### src/design/ssms_pkg.sv
// types, codes and constants of the slot switcher
package ssms_pkg;

	localparam int NUM_SLOTS_DEF = 10;
	localparam int SLOT_W = 4;
	localparam int MASK_W = 16;

	localparam logic [2:0] CMD_CREATE = 3'd0;
	localparam logic [2:0] CMD_NEXT   = 3'd1;
	localparam logic [2:0] CMD_PREV   = 3'd2;
	localparam logic [2:0] CMD_LAST   = 3'd3;
	localparam logic [2:0] CMD_GOTO   = 3'd4;
	localparam logic [2:0] CMD_CLOSE  = 3'd5;

	localparam logic [2:0] ST_OK         = 3'd0;
	localparam logic [2:0] ST_NO_OTHER   = 3'd1;
	localparam logic [2:0] ST_ABSENT     = 3'd2;
	localparam logic [2:0] ST_NO_FREE    = 3'd3;
	localparam logic [2:0] ST_ALLOC_FAIL = 3'd4;
	localparam logic [2:0] ST_NONE_LEFT  = 3'd5;

	typedef struct packed {
		logic [2:0]        cmd;
		logic [SLOT_W-1:0] target;
		logic              alloc_ok;
	} req_t;

	typedef struct packed {
		logic [SLOT_W-1:0] current_slot;
		logic [2:0]        status;
		logic              redraw;
		logic [MASK_W-1:0] occupied_mask;
	} rsp_t;

	typedef struct packed {
		logic              valid;
		logic [SLOT_W-1:0] slot;
	} stk_entry_t;

	typedef struct packed {
		logic              push;
		logic              drop;
		logic [SLOT_W-1:0] key;
	} stk_op_t;

endpackage

### src/design/ssms_cell.sv
// one entry of the recently-used stack
module ssms_cell (
	input  logic                clk,
	input  logic                arst_n,
	input  ssms_pkg::stk_op_t    op,
	input  ssms_pkg::stk_entry_t left,
	input  ssms_pkg::stk_entry_t right,
	input  logic                chain_in,
	output logic                chain_out,
	output ssms_pkg::stk_entry_t ent
);

	ssms_pkg::stk_entry_t ent_q;
	logic same;
	logic hit;

	assign same = (ent_q.slot == op.key);
	// push stops at a free entry or at the entering slot, drop at the removed slot
	assign hit = op.push ? (!ent_q.valid || same) : (ent_q.valid && same);
	assign chain_out = chain_in | hit;
	assign ent = ent_q;

	always_ff @(posedge clk or negedge arst_n) begin
		if (!arst_n) begin
			ent_q <= '0;
		end else if (op.push && !chain_in) begin
			ent_q <= left;
		end else if (op.drop && chain_out) begin
			ent_q <= right;
		end
	end

endmodule

### src/design/ssms_ctrl.sv
// command sequencer, occupancy map and slot scan
module ssms_ctrl #(
	parameter int NUM_SLOTS = ssms_pkg::NUM_SLOTS_DEF
) (
	input  logic                 clk,
	input  logic                 arst_n,
	input  logic                 start,
	output logic                 busy,
	input  ssms_pkg::req_t       req,
	input  ssms_pkg::stk_entry_t top,
	output ssms_pkg::stk_op_t    op,
	output logic [ssms_pkg::SLOT_W-1:0] leave,
	output logic                 done,
	output ssms_pkg::rsp_t       rsp
);

	localparam int IDX_W = (NUM_SLOTS > 1) ? $clog2(NUM_SLOTS) : 1;
	localparam int SW = ssms_pkg::SLOT_W;
	localparam logic [IDX_W-1:0] LAST = IDX_W'(NUM_SLOTS - 1);

	typedef enum logic [4:0] {
		S_IDLE = 5'b00001,
		S_SCAN = 5'b00010,
		S_SEL  = 5'b00100,
		S_DROP = 5'b01000,
		S_FIN  = 5'b10000
	} state_t;

	state_t               state_q;
	logic [2:0]           cmd_q;
	logic [SW-1:0]        tgt_q;
	logic                 alloc_q;
	logic [NUM_SLOTS-1:0] used_q;
	logic [SW-1:0]        cur_q;
	logic [SW-1:0]        sel_q;
	logic [IDX_W-1:0]     ptr_q;
	logic [IDX_W-1:0]     cnt_q;
	logic [2:0]           status_q;
	logic                 redraw_q;
	logic                 done_q;
	ssms_pkg::rsp_t       rsp_q;

	logic             req_ok;
	logic             scan_create;
	logic             hit;
	logic [IDX_W-1:0] cnt_last;
	logic             sel_used;

	function automatic logic [IDX_W-1:0] inc(input logic [IDX_W-1:0] v);
		return (v == LAST) ? '0 : v + 1'b1;
	endfunction

	function automatic logic [IDX_W-1:0] dec(input logic [IDX_W-1:0] v);
		return (v == '0) ? LAST : v - 1'b1;
	endfunction

	assign req_ok = ({1'b0, req.target} < (SW + 1)'(NUM_SLOTS)) &&
		used_q[req.target[IDX_W-1:0]];
	assign scan_create = (cmd_q == ssms_pkg::CMD_CREATE);
	assign hit = scan_create ? !used_q[ptr_q] : used_q[ptr_q];
	assign cnt_last = scan_create ? IDX_W'(NUM_SLOTS - 1) : IDX_W'(NUM_SLOTS - 2);
	assign sel_used = used_q[sel_q[IDX_W-1:0]];

	always_comb begin
		op.push = (state_q == S_SEL) && sel_used && (sel_q != cur_q);
		op.drop = (state_q == S_DROP);
		op.key  = (state_q == S_DROP) ? tgt_q : sel_q;
	end

	assign leave = cur_q;
	assign busy = (state_q != S_IDLE);
	assign done = done_q;
	assign rsp = rsp_q;

	always_ff @(posedge clk or negedge arst_n) begin
		if (!arst_n) begin
			state_q  <= S_IDLE;
			cmd_q    <= '0;
			tgt_q    <= '0;
			alloc_q  <= 1'b0;
			used_q   <= NUM_SLOTS'(1);
			cur_q    <= '0;
			sel_q    <= '0;
			ptr_q    <= '0;
			cnt_q    <= '0;
			status_q <= ssms_pkg::ST_OK;
			redraw_q <= 1'b0;
			done_q   <= 1'b0;
			rsp_q    <= '0;
		end else begin
			done_q <= (state_q == S_FIN);
			unique case (state_q)
				S_IDLE: begin
					if (start) begin
						cmd_q   <= req.cmd;
						tgt_q   <= req.target;
						alloc_q <= req.alloc_ok;
						cnt_q   <= '0;
						unique case (req.cmd)
							ssms_pkg::CMD_CREATE: begin
								ptr_q    <= '0;
								status_q <= ssms_pkg::ST_OK;
								redraw_q <= 1'b0;
								state_q  <= S_SCAN;
							end
							ssms_pkg::CMD_NEXT: begin
								ptr_q    <= inc(cur_q[IDX_W-1:0]);
								status_q <= ssms_pkg::ST_OK;
								redraw_q <= 1'b0;
								state_q  <= S_SCAN;
							end
							ssms_pkg::CMD_PREV: begin
								ptr_q    <= dec(cur_q[IDX_W-1:0]);
								status_q <= ssms_pkg::ST_OK;
								redraw_q <= 1'b0;
								state_q  <= S_SCAN;
							end
							ssms_pkg::CMD_LAST: begin
								if (!top.valid) begin
									status_q <= ssms_pkg::ST_NO_OTHER;
									redraw_q <= 1'b0;
									state_q  <= S_FIN;
								end else begin
									sel_q    <= top.slot;
									status_q <= ssms_pkg::ST_OK;
									redraw_q <= 1'b1;
									state_q  <= S_SEL;
								end
							end
							ssms_pkg::CMD_GOTO: begin
								if (!req_ok) begin
									status_q <= ssms_pkg::ST_ABSENT;
									redraw_q <= 1'b0;
									state_q  <= S_FIN;
								end else begin
									sel_q    <= req.target;
									status_q <= ssms_pkg::ST_OK;
									redraw_q <= 1'b1;
									state_q  <= S_SEL;
								end
							end
							ssms_pkg::CMD_CLOSE: begin
								if (!req_ok) begin
									status_q <= ssms_pkg::ST_ABSENT;
									redraw_q <= 1'b0;
									state_q  <= S_FIN;
								end else begin
									used_q[req.target[IDX_W-1:0]] <= 1'b0;
									status_q <= ssms_pkg::ST_OK;
									if (top.valid) begin
										sel_q    <= top.slot;
										redraw_q <= 1'b1;
										state_q  <= S_SEL;
									end else begin
										ptr_q    <= inc(req.target[IDX_W-1:0]);
										redraw_q <= 1'b0;
										state_q  <= S_SCAN;
									end
								end
							end
							default: begin
								status_q <= ssms_pkg::ST_OK;
								redraw_q <= 1'b0;
								state_q  <= S_FIN;
							end
						endcase
					end
				end
				S_SCAN: begin
					if (hit) begin
						if (scan_create && !alloc_q) begin
							status_q <= ssms_pkg::ST_ALLOC_FAIL;
							state_q  <= S_FIN;
						end else begin
							if (scan_create) begin
								used_q[ptr_q] <= 1'b1;
							end
							sel_q    <= SW'(ptr_q);
							redraw_q <= 1'b1;
							state_q  <= S_SEL;
						end
					end else if (cnt_q == cnt_last) begin
						priority if (scan_create) begin
							status_q <= ssms_pkg::ST_NO_FREE;
						end else if (cmd_q == ssms_pkg::CMD_CLOSE) begin
							status_q <= ssms_pkg::ST_NONE_LEFT;
						end else begin
							status_q <= ssms_pkg::ST_NO_OTHER;
						end
						state_q <= S_FIN;
					end else begin
						ptr_q <= (cmd_q == ssms_pkg::CMD_PREV) ? dec(ptr_q) : inc(ptr_q);
						cnt_q <= cnt_q + 1'b1;
					end
				end
				S_SEL: begin
					if (sel_used) begin
						cur_q <= sel_q;
					end
					state_q <= (cmd_q == ssms_pkg::CMD_CLOSE) ? S_DROP : S_FIN;
				end
				S_DROP: begin
					state_q <= S_FIN;
				end
				S_FIN: begin
					rsp_q.current_slot  <= cur_q;
					rsp_q.status        <= status_q;
					rsp_q.redraw        <= redraw_q;
					rsp_q.occupied_mask <= ssms_pkg::MASK_W'(used_q);
					state_q <= S_IDLE;
				end
				default: begin
					state_q <= S_IDLE;
				end
			endcase
		end
	end

endmodule

### src/design/session_slot_mru_switcher.sv
// top level: slot switcher with a recently-used stack built from a row of cells
// A command is taken when start is high and busy is low; its result is registered on rsp and
// held, with done high for one cycle, and cannot be held off. Go-to and last used pass through
// the select and finish states, close also the drop state, and unused codes or rejected targets
// go straight to finish. Create, next, previous and close with an empty stack first scan the
// occupancy map one slot per cycle, create over every slot, the others over all but their start.
// busy drops in the cycle that carries done, so the next request may come with it.
module session_slot_mru_switcher #(
	parameter int NUM_SLOTS = ssms_pkg::NUM_SLOTS_DEF
) (
	input  logic           clk,
	input  logic           arst_n,
	input  logic           start,
	output logic           busy,
	input  ssms_pkg::req_t req,
	output logic           done,
	output ssms_pkg::rsp_t rsp
);

	localparam int DEPTH = NUM_SLOTS - 1;

	ssms_pkg::stk_op_t              op;
	logic [ssms_pkg::SLOT_W-1:0]    leave;
	ssms_pkg::stk_entry_t           ent [DEPTH];
	logic                           chain [DEPTH];

	ssms_ctrl #(
		.NUM_SLOTS(NUM_SLOTS)
	) u_ctrl (
		.clk   (clk),
		.arst_n(arst_n),
		.start (start),
		.busy  (busy),
		.req   (req),
		.top   (ent[0]),
		.op    (op),
		.leave (leave),
		.done  (done),
		.rsp   (rsp)
	);

	for (genvar k = 0; k < DEPTH; k++) begin : g_cell
		ssms_pkg::stk_entry_t left_w;
		ssms_pkg::stk_entry_t right_w;
		logic                 cin_w;

		if (k == 0) begin : g_head
			assign left_w = '{valid: 1'b1, slot: leave};
			assign cin_w  = 1'b0;
		end else begin : g_body
			assign left_w = ent[k-1];
			assign cin_w  = chain[k-1];
		end

		if (k == DEPTH - 1) begin : g_tail
			assign right_w = '0;
		end else begin : g_mid
			assign right_w = ent[k+1];
		end

		ssms_cell u_cell (
			.clk      (clk),
			.arst_n   (arst_n),
			.op       (op),
			.left     (left_w),
			.right    (right_w),
			.chain_in (cin_w),
			.chain_out(chain[k]),
			.ent      (ent[k])
		);
	end

endmodule

### config.mk
export PLATFORM = sky130hd
export DESIGN_NAME = session_slot_mru_switcher
export DESIGN_NICKNAME = d
export VERILOG_FILES = /design/src/design/ssms_pkg.sv /design/src/design/ssms_cell.sv /design/src/design/ssms_ctrl.sv /design/src/design/session_slot_mru_switcher.sv
export SDC_FILE = /design/constraint.sdc
export NUM_CORES = 1
export LEC_CHECK = 0
export ABC_AREA = 1
export BUFFER_PORTS_ARGS = -buffer_cell sky130_fd_sc_hd__buf_2
export CORE_MARGIN = 1.5
export CORE_UTILIZATION = 55
export DETAILED_ROUTE_END_ITERATION = 10
export MAX_ROUTING_LAYER = met4
export PLACE_DENSITY_LB_ADDON = 0.08
export SLEW_MARGIN = 20
export SYNTH_ARGS = -nofsm -noshare
export SYNTH_HDL_FRONTEND = slang
export SYNTH_SLANG_ARGS = --single-unit
### constraint.sdc
create_clock -name clk -period 6.4 [get_ports clk]
set_input_delay 0 -clock clk [delete_from_list [all_inputs] [get_ports clk]]
set_output_delay 0 -clock clk [all_outputs]
set_load 0.01 [all_outputs]
Word level (Yosys, flattened, before mapping)
Index checks and enable logic that the tools add are counted.
{"block": "word_totals", "reg_bits": 107, "latchBits": 0, "ramBits": 0, "mem_bits_ro": 0, "input_bits": 11, "wordCells": 285, "n_memories": 0}
{"block": "op_classes", "add_sub_neg": 6, "n_mul": 0, "n_div": 0, "order_cmp": 6, "n_eq_ne": 42, "shifts": 0, "muxes": 101, "bitwise_logic": 11, "reduce_logical": 85}
{"cell": "2-to-1 mux 5 bit", "n": 26}
{"cell": "2-to-1 mux 4 bit", "n": 21}
{"cell": "2-to-1 mux 10 bit", "n": 6}
{"cell": "== test 4 bit", "n": 10}
{"cell": "one-hot mux 5 bit (4 select lines)", "n": 2}
{"cell": "logical AND 1 bit", "n": 32}
{"cell": "one-hot mux 4 bit (2 select lines)", "n": 3}
{"cell": "2-to-1 mux 1 bit", "n": 23}
{"cell": "2-to-1 mux 3 bit", "n": 7}
{"cell": "AND reduction 7 bit", "n": 3}
{"cell": "one-hot mux 10 bit (2 select lines)", "n": 1}
{"cell": "nonzero test 2 bit", "n": 10}
{"cell": "logical NOT 1 bit", "n": 19}
{"cell": "adder 4 x 1 -> 4 bit, second input constant", "n": 4}
{"cell": "one-hot mux 4 bit (4 select lines)", "n": 1}
{"cell": "< comparator 4 x 5 -> 1 bit, second input constant", "n": 3}
{"cell": "binary-select mux 1 bit (select 4 bit)", "n": 3}
{"cell": "== test 4 bit, second input constant", "n": 3}
{"cell": "one-hot mux 3 bit (2 select lines)", "n": 2}
{"cell": "one-hot mux 4 bit (3 select lines)", "n": 1}
{"cell": "AND reduction 4 bit", "n": 3}
{"cell": "AND 10 bit", "n": 1}
{"cell": "!= test 2 bit, second input constant", "n": 5}
{"cell": "NOT 10 bit", "n": 1}
{"cell": "other kinds (31)", "n": 61}

Logic depth before layout (Yosys ltp)
Gate-level depths: netlist (run 1).
{"block": "logic_depth", "word_depth": 16, "mapped_depth": 20, "ltp_nobuf": 18}

Hierarchy
From an unflattened synthesis (run 1), not the netlist that was laid out.
{"block": "unflattened", "cells_unflattened": 981, "hier_area_um2": 7435.9}
{"mod": "ssms_ctrl", "n_inst": 1, "cells_per_inst": 538, "area_per_inst_um2": 3960.0}
{"mod": "ssms_cell", "n_inst": 9, "cells_per_inst": 49, "area_per_inst_um2": 385.4}
{"mod": "session_slot_mru_switcher", "n_inst": 1, "cells_per_inst": 2, "area_per_inst_um2": 7.5}

Worst setup path before layout (run 1)
OpenSTA, ideal clock, no wires.
{"block": "synth_path", "path_type": "register to register", "start": "reg u_ctrl.ptr_q[0]", "end": "reg u_ctrl.used_q[1]", "arrival_ns": 2.176, "t_required_ns": 6.278, "slack_ns": 4.103, "stages_incl_launch_ff": 13, "period_less_slack_ns": 2.297, "path_cell_list": "dfrtp_1 > inv_1 > nor2_1 > inv_1 > nor2_1 > a22oi_1 > nand3_1 > ha_1 > a21oi_1 > nor3_1 > nand2_1 > clkinv_1 > a32o_1"}
{"block": "synth_between", "elab_chain_len": 9, "elab_cells_between_ends": 16, "classes_between": "2 x order compare; 1 x eq/ne; 9 x mux; 1 x bitwise; 3 x reduce/logical"}
{"element": "start, declared", "line": "ssms_ctrl.sv:36", "source": "logic [IDX_W-1:0] ptr_q;"}
{"element": "start signal, assigned", "line": "ssms_ctrl.sv:107", "source": "ptr_q <= inc(cur_q[IDX_W-1:0]);"}
{"element": "start signal, assigned", "line": "ssms_ctrl.sv:113", "source": "ptr_q <= dec(cur_q[IDX_W-1:0]);"}
{"element": "start signal, assigned", "line": "ssms_ctrl.sv:155", "source": "ptr_q <= inc(req.target[IDX_W-1:0]);"}
{"element": "< comparator 4 x 5 -> 1 bit (implied by the code) or >= comparator 4 x 1 -> 1 bit (tied branches)", "line": "ssms_ctrl.sv:176", "source": "used_q[ptr_q] <= 1'b1;"}
{"element": "logical AND 1 bit (implied by the code)", "line": "ssms_ctrl.sv:176"}
{"element": "2-to-1 mux 1 bit (implied by the code)", "line": "ssms_ctrl.sv:176"}
{"element": "demux 1 bit (select 4 bit)"}
{"element": "bitwise OR 10 bit (no line)"}
{"element": "2-to-1 mux 10 bit", "line": "ssms_ctrl.sv:175", "source": "if (scan_create) begin"}
{"element": "2-to-1 mux 10 bit", "line": "ssms_ctrl.sv:171", "source": "if (scan_create && !alloc_q) begin"}
{"element": "2-to-1 mux 10 bit", "line": "ssms_ctrl.sv:170", "source": "if (hit) begin"}
{"element": "one-hot mux 10 bit (2 select lines)", "line": "ssms_ctrl.sv:92", "source": "unique case (state_q)"}
{"element": "end signal, assigned", "line": "ssms_ctrl.sv:81", "source": "used_q <= NUM_SLOTS'(1);"}
{"element": "end signal, assigned by index", "line": "ssms_ctrl.sv:148", "source": "used_q[req.target[IDX_W-1:0]] <= 1'b0;"}
{"element": "end signal, assigned by index", "line": "ssms_ctrl.sv:176"}
{"element": "end, declared", "line": "ssms_ctrl.sv:33", "source": "logic [NUM_SLOTS-1:0] used_q;"}
Parallel ways exist; a longest one is shown, timed or not. The select of a mux whose other input is x is not followed.
A chain may end at the register's enable or synchronous reset.

Worst setup path in the final report (run 1)
{"block": "layout_path", "start": "reg u_ctrl.state_q[2]", "end": "reg u_ctrl.used_q[1]"}
{"block": "layout_between", "elab_chain_len": 3, "elab_cells_between_ends": 11, "classes_between": "8 x eq/ne; 1 x mux; 2 x reduce/logical"}
{"element": "start, declared", "line": "ssms_ctrl.sv:29", "source": "state_t state_q;"}
{"element": "start signal, assigned", "line": "ssms_ctrl.sv:200", "source": "state_q <= (cmd_q == ssms_pkg::CMD_CLOSE) ? S_DROP : S_FIN;"}
{"element": "== test 5 x 2 -> 1 bit or == test 5 x 1 -> 1 bit (tied branches)", "line": "ssms_ctrl.sv:92"}
{"element": "!= test 2 x 1 -> 1 bit (no line) (tied with other cells)"}
{"element": "AND reduction 7 bit (no line)"}
Parallel ways exist; a longest one is shown, timed or not.

==> run summary, run 1 <==
EDFF count, synth - 0
DR vias - 6353
DR pass1 iterations - 6
Max cap viols - 0
CTS sink count - 107
CP max FO - 19
Vias in the first global route - 5964
Yosys cell types - 43
Routed wl met2 - 8.296 mm
Largest net degree at the start of global routing - 56
VDD IR max - 0.0003030 V
Part of the power in the clock network - 0.256
Final Hold Fails - 0
Port buffer count - 30
Reg2Reg Setup Slack - 2.99 ns
Total gr overflow - 0
Core Box Area - 0.01147 mm²
Reg2reg start - u_ctrl.state_q[2]
Critical Path RT - 6.64 ns
Critical path arrival - 3.66 ns
Clock-pin slew on the worst setup and hold paths - 0.07 ns
RSZ-0062 raised after global routing - no
Antenna Nets Post-Route - 0
GRT Util Overall - 0.3262
TNS Setup - 0 ns
H-tree depth - 3
P_sw - 831.7 µW
Critical Path Start Type - flip-flop
Max Slew Vio Count - 0
Fin crit share - 0.5333
I/O Pins - 37
Cell Int Power - 1275 µW
Via-to-Cell Ratio - 6.045
Combinational power share - 0.330
Antenna cell count - 0
Wirelength per Cell - 17.90 µm
Setup ws final - 2.987 ns
Clock insertion delay at the later pin of the skew report - 0.35 ns
Setup CP Type - flip-flop to flip-flop
Initial core utilization - 0.5681
Slew headroom - 0.5207
Slowest CP cell - clkinv_1
Max Fclk - 293.0 MHz
Final hold slack - 0.02380 ns
Cell Area, Synth - 0.006515 mm²
DR iter-0 viols - 717
Fin util - 0.6168
Routability cong. - 0.9974
Mean Syn Cell Area - 7.463 µm²
Ys Warns - 0
Flop pwr share - 0.414
CP delay by family, top - simple AND/OR/NAND/NOR gates
Initial antenna violation count - 0
CTS Root Cell - clkbuf_16
Drt total wl - 18.82 mm
Die Y - 111.8 µm
Setup crit end kind - flip-flop
Max stage delay on crit path - 0.66 ns
Flops & latches, synth - 107
Asr flop ratio synth - 1.000
Min Tclk post-route - 3.413 ns
Layout cells sized above 1 - 0.09802
WL met3 - 1.501 mm
Crit path cell chain - nor2_1 -> nand2_1 -> nor2_2 -> clkinv_1 -> a21oi_1 -> nor3_1 -> nand2_1 -> clkinv_1 -> a32o_1
HP Start - req[1]
# setup viols final - 0
Routed met1 length - 8.571 mm
Global-route wire length before repair - 30.89 mm
Ys flop type - dfrtp_1
Reg-to-Reg End - u_ctrl.used_q[1]
Worst reg2reg path depth - 9
# rows - 39
Layout area overhead - 8.565%
Clk_skew - 0.008708 ns
Clock buffer depth - 2
Die Wd - 111.8 µm
Sw frac - 0.3949
HPWL after DPL - 13.99 mm
TritonCTS buffer count - 9
Leakage - 0.003411 µW
Outcome - complete, no violations
Die area - 0.01251 mm²
Final Net Count - 919
Min-Delay Path Depth - 3
Synth Instances - 873
DR DRC count - 0
PD cells - 297.8 mW/mm²
WHS Endpoint - u_ctrl.tgt_q[0]
CTS tree - done
DR top layer - met4
Worst-Margin Slew - 0.7182 ns
Register area share after synthesis - 0.4114
Hold crit path type - input pin to flip-flop
Worst slack at placement - 3.066 ns
Worst Path Buf+Inv - 2
Filler cell count - 1061
repair_timing:
action,in CTS,in global routing
resized for setup,0,0
endpoints found under the hold margin,55,0
hold buffers,5,0
setup buffers,0,0
how the worst max path moves through the flow:
stage | startpoint | endpoint | slack [ns] | cells past startpoint
final | u_ctrl.state_q[2] | u_ctrl.used_q[1] | 2.99 | 9
after global routing | u_ctrl.state_q[2] | u_ctrl.used_q[7] | 2.65 | 11
after CTS | u_ctrl.state_q[2] | u_ctrl.used_q[1] | 3.07 | 9
after detailed placement | u_ctrl.state_q[2] | u_ctrl.used_q[1] | 3.07 | 9
after global placement | u_ctrl.state_q[2] | u_ctrl.used_q[2] | 3.23 | 9
after floorplan | u_ctrl.ptr_q[0] | u_ctrl.used_q[1] | 4.10 | 12
placed cells by master (no fill, tap or decap), types with 9 or more instances in the layout:
| cell type | Yosys | routed |
|---|---|---|
| dfrtp_1 | 105 | 105 |
| xor2_1 | 19 | 19 |
| nand4_1 | 23 | 23 |
| nand3_1 | 59 | 58 |
| clkbuf_16 | 0 | 9 |
| nand2_1 | 212 | 212 |
| o211ai_1 | 17 | 17 |
| buf_2 | 2 | 29 |
| nor3_1 | 9 | 9 |
| a21oi_1 | 19 | 19 |
| o22ai_1 | 17 | 17 |
| inv_1 | 108 | 108 |
| o21ai_0 | 97 | 97 |
| nor2_1 | 68 | 68 |
| nand2_2 | 16 | 16 |
cells in the mapped netlist, types with 4 or more instances:
library cell,count,area (µm²)
a31oi_1,7,43.79
o211ai_1,17,127.6
clkinv_1,5,18.77
a32o_1,4,40.04
a21oi_1,19,95.09
inv_2,5,18.77
nand2_1,212,795.8
ha_1,5,62.56
nor3_1,9,45.04
nor2_1,68,255.2
nor2_2,6,37.54
nand4_1,23,143.9
xor2_1,19,166.4
inv_1,108,405.4
nand2_2,16,100.1
clkbuf_1,9,33.78
o22ai_1,17,106.4
buf_6,4,45.04
o221ai_1,5,43.79
a22oi_1,4,30.03
buf_4,7,52.55
dfrtp_1,105,2628
xnor2_1,6,52.55
o21ai_1,7,35.03
o21ai_0,97,485.5
nand3_1,59,295.3
kinds of logic after synthesis:
family | after synthesis | synth area share
buf+inv | 140 | 0.08969
other cells | 1 | 0.0005756
fa+ha+maj | 5 | 0.009602
xor+xnor | 25 | 0.03361
compound gates | 187 | 0.1696
simple gates | 408 | 0.2856
flops | 107 | 0.4114
state kept, by name, summed over array words and instances (netlist names):
register	count
u_ctrl.ptr_q	4
u_ctrl.cmd_q	3
u_ctrl.status_q	3
g_cell.u_cell.ent	45
u_ctrl.state_q	5
u_ctrl.done	1
u_ctrl.sel_q	4
u_ctrl.tgt_q	4
u_ctrl.rsp	18
u_ctrl.alloc_q	1
u_ctrl.cnt_q	4
u_ctrl.redraw_q	1
u_ctrl.leave	4
u_ctrl.used_q	10
power by group through the flow:
stage	Sequential (µW)	Clock, µW	Combinational, µW
2_1_floorplan	866	0	470
3_3_place_gp	875	0	663
3_5_place_dp	881	0	679
4_1_cts	870	549	684
5_1_grt	887	576	779
6_report	872	538	696
worst register-to-register path, delay by kind of cell, from the launching register on:
kind | cells | cell delay, ns
compound gates | 2 | 0.70
flops | 1 | 0.42
simple gates | 5 | 1.20
buf+inv | 2 | 0.99
metrics by stage:
stage / cell area [µm²] / power, µW / instances
finish: 7073 / 2106 / 1051
global route: 7073 / 2242 / 1051
CTS: 7068 / 2102 / 1051
detailed placement: 6731 / 1559 / 1030
global placement: 6731 / 1539 / 1030
floorplan: 6534 / 1337 / 878
cell type report:
type | instances | area (µm²) | area share
inverters | 118 | 442.9 | 0.06262
well taps | 143 | 178.9 | 0.02530
repair buffers | 36 | 210.2 | 0.02972
flip-flops and latches | 107 | 2680 | 0.3789
clock inverters | 1 | 8.758 | 0.001238
multi-input cells | 631 | 3274 | 0.4629
clock buffers | 15 | 277.8 | 0.03927
metal layers:
layer	vias to the layer above	GRT usage
met2	282	0.4691
met5	-	-
met4	0	0.09283
li1	2963	-
met3	33	0.07349
met1	3075	0.4636
Note: power is estimated with default switching activity, not from simulation.
==> run 2, diff against run 1 <==
clock period = 3.05 ns   (was 6.4 ns; I/O delays follow)
==> run 2 against run 1 <==
Effect of this change:
- wire length is 0.89% higher
- critical path type unchanged
- largest power group unchanged
- largest cell class unchanged
- total power is 120% higher
- clock skew increased by 0.0029 ns
- sequential power increased by 110%
- via count shrank 0.24%
- count of clock-buffer cells in the layout decreased by 5
- worst setup slack got worse by 2.7 ns
- sequential share of layout area shrank 0.97 points
- critical path depth is 7 higher
- core utilization up 1.7 points
==> run summary, run 2 (synthesis gave the netlist of run 1 again) <==
Setup CP Type - flip-flop to flip-flop
Critical Path RT - 3.31 ns
Reg-to-Reg End - g_cell[7].u_cell.ent[2]
Reg2reg start - u_ctrl.state_q[2]
Hold crit path type - input pin to flip-flop
Min Tclk post-route - 2.800 ns
Final non-filler cell area - 0.007263 mm²
Antenna cell count - 0
Drt total wl - 18.98 mm
Routability cong. - 0.9731
Vias in the first global route - 5922
# setup viols final - 0
Fin util - 0.6334
Filler cell count - 1027
I/O Pins - 37
Largest net degree at the start of global routing - 70
Die Y - 111.8 µm
Most frequent cells in the layout - nand2_1 (212), inv_1 (108), dfrtp_1 (104)
Initial core utilization - 0.5681
Die area - 0.01251 mm²
Outcome - complete, no violations
Layout area overhead - 11.48%
GRT Util Overall - 0.3267
HP Start - req[1]
HPWL after DPL - 13.84 mm
Max cap viols - 0
Area post-placement - 0.006807 mm²
Critical path arrival - 3.07 ns
Leakage - 0.003510 µW
TritonCTS buffer count - 9
Core Box Area - 0.01147 mm²
PD cells - 647.1 mW/mm²
Non-Filler Instances - 1067
Clock insertion delay at the later pin of the skew report - 0.37 ns
DR pass1 iterations - 8
Commonest non-fill, non-tap cell in the layout - nand2_1
Die Wd - 111.8 µm
Initial antenna violation count - 0
Max FFs per register - 45
Total power - 4700 µW
WHS Endpoint - u_ctrl.tgt_q[0]
Slew headroom - 0.3937
Critical Path Start Type - flip-flop
Via-to-Cell Ratio - 5.940
Total gr overflow - 0
CTS tree - done
CP max FO - 14
Worst-Margin Slew - 0.9094 ns
DR DRC count - 0
Final Net Count - 935
Min-Delay Path Depth - 3
H-tree depth - 3
DR vias - 6338
Fin crit share - 0.9182
Max Slew Vio Count - 0
Max Fclk - 357.1 MHz
CTS sink count - 107
DR iter-0 viols - 788
Placed Cells - 1040
Clk_skew - 0.01163 ns
Clock buffer depth - 2
VDD IR max - 0.0006043 V
Wirelength per Cell - 17.79 µm
Global-route wire length before repair - 31.09 mm
Layout cells sized above 1 - 0.1115
CTS Root Cell - clkbuf_16
Reg2Reg Setup Slack - 0.25 ns
Antenna Nets Post-Route - 0
# rows - 39
Port buffer count - 30
Clock-pin slew on the worst setup and hold paths - 0.07 ns
Final Hold Fails - 0
Worst reg2reg path depth - 16
Setup crit end kind - flip-flop
Final hold slack - 0.02959 ns
==> run 2: cell types whose count changed in the layout (fill, tap and decap cells not counted), moves of 2 or more <==
cell,change
clkbuf_1,-2
nand3_2,-2
buf_4,+12
dlygate4sd3_1,+4
clkbuf_8,-3
bufinv_16,+3
==> run 2: final cells by class <==
cell class | instances | area [µm²] | share of cell area
multi-input cells | 631 | 3277 | 0.4512
flip-flops and latches | 107 | 2681 | 0.3692
inverters | 118 | 442.9 | 0.06098
repair buffers | 52 | 340.3 | 0.04686
clock buffers | 10 | 229.0 | 0.03152
well taps | 143 | 178.9 | 0.02463
clock inverters | 6 | 113.9 | 0.01568
==> run 2: worst max-delay path by stage <==
stage,slack (ns),cells after the start,end,from
floorplan,0.75,12,u_ctrl.used_q[1],u_ctrl.ptr_q[0]
global placement,0.34,15,g_cell[8].u_cell.ent[0],u_ctrl.state_q[1]
detailed placement,0.24,15,g_cell[8].u_cell.ent[0],u_ctrl.state_q[1]
CTS,0.22,15,g_cell[8].u_cell.ent[0],u_ctrl.state_q[1]
global route,-0.007,16,g_cell[5].u_cell.ent[1],u_ctrl.state_q[2]
finish,0.25,16,g_cell[7].u_cell.ent[2],u_ctrl.state_q[2]
==> run 2: routing by layer <==
layer  up-vias  track usage  part of all wire
met5         -            -                 0
li1       2987            -                 -
met4         0      0.07089             0.011
met1      2997       0.4707              0.45
met2       334       0.4654              0.44
met3        20      0.08383              0.10
==> run 2: worst max-delay path, cell delays in order, from the launching register on <==
cell	delay [ns]
dfrtp_1	0.42
nor2_4	0.24
nand3_4	0.22
nand2_1	0.12
nand2_1	0.23
nor2_1	0.16
nor2_1	0.08
nand3_2	0.10
nand2_2	0.10
nor2_8	0.18
nand4_4	0.15
nor2_8	0.19
nand3_1	0.13
nand2_2	0.15
nand2_2	0.11
nand2_1	0.08
nand2_1	0.04
==> run 2: report_power, final <==
part           internal (µW)  switching (µW)
Sequential              1640             193
Combinational            460            1040
Clock                    808             567
Total                   2900            1800
==> run 2: metrics by stage <==
stage                     setup TNS, ns  setup slack [ns]
after detailed placement              0            0.2421
after global placement                0            0.3412
after floorplan                       0            0.7529
after CTS                             0            0.2208
final                                 0            0.2496
after global routing          -0.006831         -0.006831
==> run 2: what timing repair did <==
| item | 4_1_cts | 5_1_grt |
|---|---|---|
| hold buffers | 9 | 0 |
| gates resized for setup | 0 | 2 |
| hold endpoints to repair | 73 | 0 |
| buffers inserted | 0 | 2 |
| endpoints found under the setup margin | 0 | 13 |
